<file path="src/rtl/lpmh_pkg.sv">
// Shared types, constants and the drive saturation function for the lift PID
// move-and-hold controller. No dependencies.
`default_nettype none

package lpmh_pkg;

    localparam int SUM_BITS  = 40;

    localparam int CFG_W     = 16;
    localparam int CFG_IDX_W = 3;
    localparam int ANGLE_W   = 16;
    localparam int POS_W     = 24;
    localparam int ERR_W     = 17;
    localparam int DER_W     = 18;
    localparam int TICK_W    = 16;
    localparam int POWER_W   = 8;
    localparam int PHASE_W   = 2;

    localparam int TP_W      = ERR_W + 17;
    localparam int TD_W      = DER_W + 17;
    localparam int TI_W      = SUM_BITS + 17;
    localparam int TERM_EXP  = 40;
    localparam int CLAMP_W   = (TI_W > TERM_EXP + 2) ? TI_W : TERM_EXP + 2;
    localparam int ACC_W     = TERM_EXP + 3;
    localparam int FRAC_W    = 12;

    localparam logic [CFG_IDX_W-1:0] REG_TARGET_ANGLE = 3'd0;
    localparam logic [CFG_IDX_W-1:0] REG_GAIN_P       = 3'd1;
    localparam logic [CFG_IDX_W-1:0] REG_GAIN_I       = 3'd2;
    localparam logic [CFG_IDX_W-1:0] REG_GAIN_D       = 3'd3;
    localparam logic [CFG_IDX_W-1:0] REG_TICK_LIMIT   = 3'd4;
    localparam logic [CFG_IDX_W-1:0] REG_SETTLE_BAND  = 3'd5;

    localparam logic [CFG_W-1:0] SETTLE_BAND_RST = 16'd100;

    localparam logic FUNC_START = 1'b0;
    localparam logic FUNC_TICK  = 1'b1;

    localparam logic signed [ACC_W-1:0] POWER_MAX = ACC_W'(127);
    localparam logic signed [ACC_W-1:0] POWER_MIN = -POWER_MAX;

    typedef struct packed {
        logic [CFG_W-1:0] target_angle;
        logic [CFG_W-1:0] gain_p;
        logic [CFG_W-1:0] gain_i;
        logic [CFG_W-1:0] gain_d;
        logic [CFG_W-1:0] tick_limit;
        logic [CFG_W-1:0] settle_band;
    } cfg_t;

    function automatic logic signed [POWER_W-1:0] sat_power(
        input logic signed [ACC_W-1:0] v
    );
        logic signed [ACC_W-1:0] c;
        begin
            if (v > POWER_MAX) begin
                c = POWER_MAX;
            end else if (v < POWER_MIN) begin
                c = POWER_MIN;
            end else begin
                c = v;
            end
            return c[POWER_W-1:0];
        end
    endfunction

endpackage

`default_nettype wire

</file>
<file path="src/rtl/lpmh_cfg_regs.sv">
// Configuration register file for the lift PID controller.
// Depends on lpmh_pkg.
`default_nettype none

module lpmh_cfg_regs (
    input  wire logic                          aclk,
    input  wire logic                          aresetn,
    input  wire logic                          cfg_wr_en,
    input  wire logic [lpmh_pkg::CFG_IDX_W-1:0] cfg_index,
    input  wire logic [lpmh_pkg::CFG_W-1:0]     cfg_wr_data,
    output lpmh_pkg::cfg_t                     cfg
);

    lpmh_pkg::cfg_t cfg_reg;

    always_ff @(posedge aclk) begin
        if (!aresetn) begin
            cfg_reg.target_angle <= '0;
            cfg_reg.gain_p       <= '0;
            cfg_reg.gain_i       <= '0;
            cfg_reg.gain_d       <= '0;
            cfg_reg.tick_limit   <= '0;
            cfg_reg.settle_band  <= lpmh_pkg::SETTLE_BAND_RST;
        end else if (cfg_wr_en) begin
            case (cfg_index)
                lpmh_pkg::REG_TARGET_ANGLE: cfg_reg.target_angle <= cfg_wr_data;
                lpmh_pkg::REG_GAIN_P:       cfg_reg.gain_p       <= cfg_wr_data;
                lpmh_pkg::REG_GAIN_I:       cfg_reg.gain_i       <= cfg_wr_data;
                lpmh_pkg::REG_GAIN_D:       cfg_reg.gain_d       <= cfg_wr_data;
                lpmh_pkg::REG_TICK_LIMIT:   cfg_reg.tick_limit   <= cfg_wr_data;
                lpmh_pkg::REG_SETTLE_BAND:  cfg_reg.settle_band  <= cfg_wr_data;
                default: ;
            endcase
        end
    end

    assign cfg = cfg_reg;

endmodule

`default_nettype wire

</file>
<file path="src/rtl/lpmh_pid_calc.sv">
// Combinational PID step: angle error, derivative, saturated integral and
// the Q31.12 drive sum. Depends on lpmh_pkg.
`default_nettype none

module lpmh_pid_calc (
    input  wire lpmh_pkg::cfg_t                       cfg,
    input  wire logic        [lpmh_pkg::ANGLE_W-1:0]  angle,
    input  wire logic signed [lpmh_pkg::ERR_W-1:0]    last_error,
    input  wire logic signed [lpmh_pkg::SUM_BITS-1:0] error_sum,
    output logic signed      [lpmh_pkg::ERR_W-1:0]    err,
    output logic signed      [lpmh_pkg::SUM_BITS-1:0] sum_sat,
    output logic signed      [lpmh_pkg::POWER_W-1:0]  power
);

    localparam int SB = lpmh_pkg::SUM_BITS;
    localparam int CW = lpmh_pkg::CLAMP_W;
    localparam int AW = lpmh_pkg::ACC_W;

    localparam logic signed [CW-1:0] TERM_POS =
        {{(CW - lpmh_pkg::TERM_EXP - 1){1'b0}}, 1'b1, {lpmh_pkg::TERM_EXP{1'b0}}};
    localparam logic signed [CW-1:0] TERM_NEG = -TERM_POS;
    localparam logic signed [SB-1:0] SUM_MAX  = {1'b0, {(SB-1){1'b1}}};
    localparam logic signed [SB-1:0] SUM_MIN  = {1'b1, {(SB-1){1'b0}}};
    localparam logic signed [AW-1:0] ROUND_ADJ = AW'((1 << lpmh_pkg::FRAC_W) - 1);

    logic signed [lpmh_pkg::DER_W-1:0] der;
    logic signed [SB:0]                sum_wide;
    logic signed [16:0]                gp_s;
    logic signed [16:0]                gi_s;
    logic signed [16:0]                gd_s;
    logic signed [lpmh_pkg::TP_W-1:0]  tp;
    logic signed [lpmh_pkg::TD_W-1:0]  td;
    logic signed [lpmh_pkg::TI_W-1:0]  ti;
    logic signed [CW-1:0]              ti_ext;
    logic signed [CW-1:0]              ti_clamp;
    logic signed [AW-1:0]              acc;
    logic signed [AW-1:0]              acc_adj;
    logic signed [AW-1:0]              quot;

    assign err = $signed({1'b0, cfg.target_angle}) - $signed({1'b0, angle});
    assign der = $signed({err[lpmh_pkg::ERR_W-1], err})
               - $signed({last_error[lpmh_pkg::ERR_W-1], last_error});

    assign sum_wide = $signed({error_sum[SB-1], error_sum}) + (SB+1)'(err);

    always_comb begin
        if (sum_wide[SB] != sum_wide[SB-1]) begin
            sum_sat = sum_wide[SB] ? SUM_MIN : SUM_MAX;
        end else begin
            sum_sat = sum_wide[SB-1:0];
        end
    end

    assign gp_s = $signed({1'b0, cfg.gain_p});
    assign gi_s = $signed({1'b0, cfg.gain_i});
    assign gd_s = $signed({1'b0, cfg.gain_d});

    assign tp = gp_s * err;
    assign td = gd_s * der;
    assign ti = gi_s * sum_sat;

    // only the integral term can reach the 2^40 limit
    assign ti_ext = CW'(ti);

    always_comb begin
        if (ti_ext > TERM_POS) begin
            ti_clamp = TERM_POS;
        end else if (ti_ext < TERM_NEG) begin
            ti_clamp = TERM_NEG;
        end else begin
            ti_clamp = ti_ext;
        end
    end

    assign acc = AW'(tp) + AW'(td) + AW'(ti_clamp);

    // divide by 4096, truncating toward zero
    assign acc_adj = acc[AW-1] ? (acc + ROUND_ADJ) : acc;
    assign quot    = acc_adj >>> lpmh_pkg::FRAC_W;
    assign power   = lpmh_pkg::sat_power(quot);

endmodule

`default_nettype wire

</file>
<file path="src/rtl/lift_pid_move_and_hold_top.sv">
// Top level of the lift PID move-and-hold controller: input register,
// phase control, state and result register. Depends on lpmh_pkg,
// lpmh_cfg_regs and lpmh_pid_calc.
`default_nettype none

// Each accepted word produces exactly one result word: it passes from the
// input register to the result register, and the block sustains one word
// per cycle while m_ready is high.
// The rate is set by the single registered pass through the PID datapath
// (three multipliers, the three-term sum and saturation) that also updates the
// controller state. Configuration writes take effect on the next edge and
// should be made only while no word is in flight.
module lift_pid_move_and_hold_top (
    input  wire logic                                aclk,
    input  wire logic                                aresetn,
    input  wire logic                                cfg_wr_en,
    input  wire logic        [lpmh_pkg::CFG_IDX_W-1:0] cfg_index,
    input  wire logic        [lpmh_pkg::CFG_W-1:0]     cfg_wr_data,
    input  wire logic                                s_valid,
    output logic                                     s_ready,
    input  wire logic                                s_func,
    input  wire logic        [lpmh_pkg::ANGLE_W-1:0]   s_angle,
    input  wire logic signed [lpmh_pkg::POS_W-1:0]     s_motor_position,
    input  wire logic                                s_autonomous,
    output logic                                     m_valid,
    input  wire logic                                m_ready,
    output logic signed      [lpmh_pkg::POWER_W-1:0]   m_motor_power,
    output logic                                     m_drive,
    output logic             [lpmh_pkg::PHASE_W-1:0]   m_phase,
    output logic                                     m_rumble
);

    typedef enum logic [1:0] {
        MODE_IDLE = 2'd0,
        MODE_MOVE = 2'd1,
        MODE_HOLD = 2'd2
    } mode_t;

    localparam int SB = lpmh_pkg::SUM_BITS;
    localparam int PW = lpmh_pkg::POS_W;
    localparam logic [lpmh_pkg::TICK_W-1:0] TICK_MAX = '1;

    lpmh_pkg::cfg_t cfg;

    // input register
    logic                               in_valid_reg;
    logic                               func_reg;
    logic        [lpmh_pkg::ANGLE_W-1:0] angle_reg;
    logic signed [PW-1:0]               pos_reg;
    logic                               auto_reg;

    // controller state
    mode_t                              mode_reg, mode_next;
    logic signed [lpmh_pkg::ERR_W-1:0]  last_error_reg, last_error_next;
    logic signed [SB-1:0]               error_sum_reg, error_sum_next;
    logic        [lpmh_pkg::TICK_W-1:0] tick_count_reg, tick_count_next;
    logic signed [PW-1:0]               hold_target_reg, hold_target_next;

    // result register
    logic                               out_valid_reg;
    logic signed [lpmh_pkg::POWER_W-1:0] power_reg, power_next;
    logic                               drive_reg, drive_next;
    logic        [lpmh_pkg::PHASE_W-1:0] phase_reg;
    logic                               rumble_reg, rumble_next;

    logic                               advance;
    logic signed [lpmh_pkg::ERR_W-1:0]  err;
    logic signed [SB-1:0]               sum_sat;
    logic signed [lpmh_pkg::POWER_W-1:0] pid_power;
    logic signed [lpmh_pkg::POWER_W-1:0] hold_power;
    logic signed [PW:0]                 hold_diff;
    logic        [lpmh_pkg::ERR_W-1:0]  err_mag;
    logic                               move_done;

    lpmh_cfg_regs u_cfg (
        .aclk        (aclk),
        .aresetn     (aresetn),
        .cfg_wr_en   (cfg_wr_en),
        .cfg_index   (cfg_index),
        .cfg_wr_data (cfg_wr_data),
        .cfg         (cfg)
    );

    lpmh_pid_calc u_pid (
        .cfg        (cfg),
        .angle      (angle_reg),
        .last_error (last_error_reg),
        .error_sum  (error_sum_reg),
        .err        (err),
        .sum_sat    (sum_sat),
        .power      (pid_power)
    );

    assign advance = in_valid_reg && (!out_valid_reg || m_ready);
    assign s_ready = !in_valid_reg || advance;

    assign hold_diff  = $signed({hold_target_reg[PW-1], hold_target_reg})
                      - $signed({pos_reg[PW-1], pos_reg});
    assign hold_power = lpmh_pkg::sat_power(lpmh_pkg::ACC_W'(hold_diff));

    assign err_mag   = last_error_reg[lpmh_pkg::ERR_W-1] ? -last_error_reg : last_error_reg;
    assign move_done = (tick_count_reg >= cfg.tick_limit)
                    || (err_mag < {1'b0, cfg.settle_band});

    always_comb begin
        mode_next        = mode_reg;
        last_error_next  = last_error_reg;
        error_sum_next   = error_sum_reg;
        tick_count_next  = tick_count_reg;
        hold_target_next = hold_target_reg;
        power_next       = '0;
        drive_next       = 1'b0;
        rumble_next      = 1'b0;
        if (func_reg == lpmh_pkg::FUNC_START) begin
            rumble_next     = (mode_reg == MODE_HOLD);
            last_error_next = err;
            error_sum_next  = '0;
            tick_count_next = '0;
            mode_next       = MODE_MOVE;
        end else begin
            case (mode_reg)
                MODE_MOVE: begin
                    if (move_done) begin
                        hold_target_next = pos_reg;
                        mode_next        = MODE_HOLD;
                    end else begin
                        last_error_next = err;
                        error_sum_next  = sum_sat;
                        if (tick_count_reg != TICK_MAX) begin
                            tick_count_next = tick_count_reg + 1'b1;
                        end
                        power_next = pid_power;
                        drive_next = 1'b1;
                    end
                end
                MODE_HOLD: begin
                    if (auto_reg) begin
                        power_next = hold_power;
                        drive_next = 1'b1;
                    end else begin
                        mode_next   = MODE_IDLE;
                        rumble_next = 1'b1;
                    end
                end
                default: ;
            endcase
        end
    end

    always_ff @(posedge aclk) begin
        if (!aresetn) begin
            in_valid_reg    <= 1'b0;
            out_valid_reg   <= 1'b0;
            mode_reg        <= MODE_IDLE;
            last_error_reg  <= '0;
            error_sum_reg   <= '0;
            tick_count_reg  <= '0;
            hold_target_reg <= '0;
        end else begin
            if (s_valid && s_ready) begin
                in_valid_reg <= 1'b1;
            end else if (advance) begin
                in_valid_reg <= 1'b0;
            end
            if (advance) begin
                out_valid_reg   <= 1'b1;
                mode_reg        <= mode_next;
                last_error_reg  <= last_error_next;
                error_sum_reg   <= error_sum_next;
                tick_count_reg  <= tick_count_next;
                hold_target_reg <= hold_target_next;
            end else if (m_ready) begin
                out_valid_reg <= 1'b0;
            end
        end
        if (s_valid && s_ready) begin
            func_reg  <= s_func;
            angle_reg <= s_angle;
            pos_reg   <= s_motor_position;
            auto_reg  <= s_autonomous;
        end
        if (advance) begin
            power_reg  <= power_next;
            drive_reg  <= drive_next;
            phase_reg  <= mode_next;
            rumble_reg <= rumble_next;
        end
    end

    assign m_valid       = out_valid_reg;
    assign m_motor_power = power_reg;
    assign m_drive       = drive_reg;
    assign m_phase       = phase_reg;
    assign m_rumble      = rumble_reg;

`ifndef SYNTHESIS
    a_idle_power_zero: assert property (@(posedge aclk) disable iff (!aresetn)
        m_valid && !m_drive |-> m_motor_power == '0)
        else $error("motor power nonzero without drive");

    a_drive_phase: assert property (@(posedge aclk) disable iff (!aresetn)
        m_valid && m_drive |-> m_phase != MODE_IDLE)
        else $error("drive asserted in idle phase");

    a_rumble_no_drive: assert property (@(posedge aclk) disable iff (!aresetn)
        m_valid && m_rumble |-> !m_drive)
        else $error("rumble and drive in the same word");

    a_mode_stable: assert property (@(posedge aclk) disable iff (!aresetn)
        !advance |=> $stable(mode_reg))
        else $error("mode changed without a word advancing");
`endif

endmodule

`default_nettype wire
</file>
<file path="config.mk">
export PLATFORM = sky130hd
export DESIGN_NAME = lift_pid_move_and_hold_top
export DESIGN_NICKNAME = d
export VERILOG_FILES = /design/src/rtl/lpmh_pkg.sv /design/src/rtl/lpmh_cfg_regs.sv /design/src/rtl/lpmh_pid_calc.sv /design/src/rtl/lift_pid_move_and_hold_top.sv
export SDC_FILE = /design/constraint.sdc
export NUM_CORES = 2
export LEC_CHECK = 0
export CAP_MARGIN = 20
export CORE_ASPECT_RATIO = 2
export CORE_UTILIZATION = 25
export CTS_BUF_LIST = sky130_fd_sc_hd__clkbuf_4 sky130_fd_sc_hd__clkbuf_8
export DETAILED_ROUTE_END_ITERATION = 8
export DONT_BUFFER_PORTS = 1
export GPL_TIMING_DRIVEN = 1
export PLACE_DENSITY_LB_ADDON = 0.08
export SYNTH_ARGS = -nofsm -noshare
export SYNTH_HDL_FRONTEND = slang
export SYNTH_HIERARCHICAL = 1
export SYNTH_SLANG_ARGS = --single-unit
</file>
<file path="constraint.sdc">
create_clock -name aclk -period 24.7 [get_ports aclk]
set_clock_uncertainty 0.05 [all_clocks]
set_input_delay 2.47 -clock aclk [delete_from_list [all_inputs] [get_ports aclk]]
set_output_delay 2.47 -clock aclk [all_outputs]
set_load 0.01 [all_outputs]
</file>
==> results.sh <==
export IMPL_grt_use_total_pct=21.0
export IMPL_antenna_violations_before_repair=32
export IMPL_global_route_overflow_total=0
export IMPL_core_area_um2=253000
export IMPL_slowest_delay_ps=640
export IMPL_ioPinCount=80
export IMPL_cpMostUsedCell="fa_1"
export IMPL_crit_fanout=37
export IMPL_slowest_stage="fa_2"
export IMPL_tightest_slew_ps=1100
export IMPL_synth_yosys_warnings=6
export IMPL_worstHoldPathType="flip-flop to flip-flop"
export IMPL_rr_worst_depth=101
export IMPL_postSynthNetCount=9078
export IMPL_postSynthRegisterBits=251
export IMPL_dr_first_iter_drc_count=1857
export IMPL_drc_errors=0
export IMPL_status="completed"
export IMPL_cts_inserted_buffers=50
export IMPL_finalMaxSlewViolations=0
export IMPL_slew_limit_headroom_pct=26.7
export IMPL_floorplan_rows=261
export IMPL_syn_cell_area_um2=63800
export IMPL_final_period_minus_worst_setup_slack_ps=23530
export IMPL_critical_path_startpoint_type="flip-flop"
export IMPL_clock_sink_count=251
export IMPL_finalWirelength_mm=267
export IMPL_drive_above_1_share_pct=7.49
export IMPL_critical_path_endpoint_type="flip-flop"
export IMPL_die_area_um2=257000
export IMPL_synth_async_reset_ratio_pct=0
export IMPL_worst_skew_pair_late_latency_ps=810
export IMPL_largest_reg_flops=96
export IMPL_synth_enable_flop_cells=54
export IMPL_post_synth_top_area_cell="fa_1"
export IMPL_yosysSeqAreaShare_pct=8.73
export IMPL_ctsHtreeMaxLevel=2
export IMPL_timing_max_cap_violations=0
export IMPL_timing_critical_path_arrival_ps=23970
export IMPL_floorplan_die_height_um=716
export IMPL_achievable_frequency_mhz=42.5
export IMPL_static_leakage_power_nw=33.5
export IMPL_first_pass_grt_wire_length_mm=389
export IMPL_post_synth_most_frequent_cells="inv_1, fa_1, nand2_1"
export IMPL_antenna_violating_nets_left=0
export IMPL_hold_path_depth=2
export IMPL_layout_nets=9101
export IMPL_cts_root_buffer_cell="clkbuf_8"
export IMPL_synth_area_per_cell_um2=8.75
export IMPL_finish_cell_count_without_fillers=10600
export IMPL_crit_buf_inv=23
export IMPL_post_drt_wl_per_cell_um=25.1
export IMPL_drt_pass1_iterations=5
export IMPL_area_growth_syn_to_layout_pct=10.7
export IMPL_floorplan_die_width_um=359
export IMPL_critical_path_class="flip-flop to flip-flop"
export IMPL_initial_utilization_pct=25.2
export IMPL_required_time_of_the_critical_path_ps=25140
export IMPL_synth_lib_cells_used_distinct=114
export IMPL_power_density_nw_per_um2=69.2
export IMPL_dr_total_vias=49800
export IMPL_postCtsHoldBufs=0
export IMPL_critical_path_top_delay_family="adder cells"
export IMPL_synth_top_cell_area_share_pct=38.8
export IMPL_port_buffers=0
export IMPL_grt_pass1_vias=56900
export IMPL_whs_ps=408
export IMPL_timing_setup_tns_ps=0
export IMPL_setup_viol_count_final=0
export IMPL_post_placement_cell_count=10500
export IMPL_maximum_buffer_depth_of_the_clock_tree=3
export IMPL_hold_viol_final=0
export IMPL_grt_start_max_net_pins=165
export IMPL_vdd_ir_drop_max_v=0.0000815
export IMPL_hpwlAfterDp_mm=227
export IMPL_gp_congestion=0.907
export IMPL_synthCells=7283
export IMPL_route_detailed_vias_per_inst=4.68
export IMPL_final_min_period_over_clock_period_pct=95.3
export IMPL_cp_num_cells=101
export IMPL_ys_dominant_reg_cell="dfxtp_1"
export IMPL_post_synth_top_count_cell="inv_1"
export IMPL_clkTransAtPathRegs_ps=60
export IMPL_tritoncts="built"
export IMPL_synth_area_top_cells="fa_1, ha_1, inv_1"
-- final timing paths --
kind	startpoint	end	slack (ps)
max reg2reg	u_cfg/cfg[80]	m_motor_power[0]	1170
max	u_cfg/cfg[80]	m_motor_power[0]	1170
min reg2reg	u_cfg/cfg[70]	u_cfg/cfg[70]	410
min	u_cfg/cfg[70]	u_cfg/cfg[70]	410
-- kinds of logic after synthesis --
kind of cell	share of synthesized area, %
compound gates	9.93
xor+xnor	2.34
fa+ha+maj	48.5
buf+inv	10.9
flops	8.73
mux	2.00
simple gates	17.6
-- area by class of cell --
type | count | area [um2]
fillers | 27100 | 183000
multi-input cells | 5193 | 51700
inverters | 1512 | 5680
flip-flops and latches | 251 | 5570
well taps | 3287 | 4110
repair buffers | 298 | 2430
clock buffers | 67 | 853
clock inverters | 20 | 229
diodes | 6 | 15.0
-- cell usage in the layout (no fill, tap or decap), types with 54 or more instances in the layout --
cell / Yosys / routed
nand2_1: 1023 / 1020
nand3_1: 76 / 74
nor2b_1: 124 / 124
nor2_1: 213 / 199
buf_4: 1 / 279
inv_1: 1512 / 1511
fa_1: 1237 / 1234
clkbuf_8: 0 / 56
o21ai_0: 139 / 134
dfxtp_1: 197 / 195
a21oi_1: 219 / 213
xnor2_1: 117 / 112
a21o_1: 80 / 80
ha_1: 492 / 484
o21ai_1: 56 / 54
mux2i_1: 124 / 124
edfxtp_1: 54 / 54
and2_1: 471 / 470
-- timing repair --
item | in CTS | in global routing
pin swaps | 1 | 11
setup buffers | 1 | 11
gates resized for setup | 15 | 69
setup endpoints to repair | 7 | 8
-- report_power, final --
group / switching [mW] / internal [mW]
combinational: 2.52 / 1.40
clock: 0.246 / 0.268
sequential: 0.0115 / 0.430
-- routing by layer --
layer  track usage [%]  vias up  share of wire (%)
li1                  -    22700                  -
met1              18.7    25800                 32
met2              45.0      750                 60
met3              1.29      447                1.7
met4              11.9       18                6.7
met5                 0        -              0.041
-- worst register-to-register path: cells and delay by family, from the launching register on --
| kind | cells | cell delay (ps) |
|---|---|---|
| AO/OA/AOI/OAI | 37 | 6880 |
| XOR/XNOR | 1 | 170 |
| adder cells (fa/ha/maj) | 20 | 9210 |
| buffers and inverters | 23 | 3070 |
| flip-flops | 1 | 330 |
| AND/OR/NAND/NOR | 20 | 3520 |
-- metrics by stage --
step | total power [mW] | worst slack [ps] | cell area (um2) | util [%]
global placement | 4.33 | -734 | 68900 | 27.2
global route | 5.26 | -31.0 | 70600 | 27.9
finish | 4.88 | 1170 | 70600 | 27.9
CTS | 4.90 | 79.5 | 70100 | 27.7
detailed placement | 4.31 | -700 | 69000 | 27.2
floorplan | 2.68 | 2410 | 63800 | -
Power figures use the tool's default switching activity.
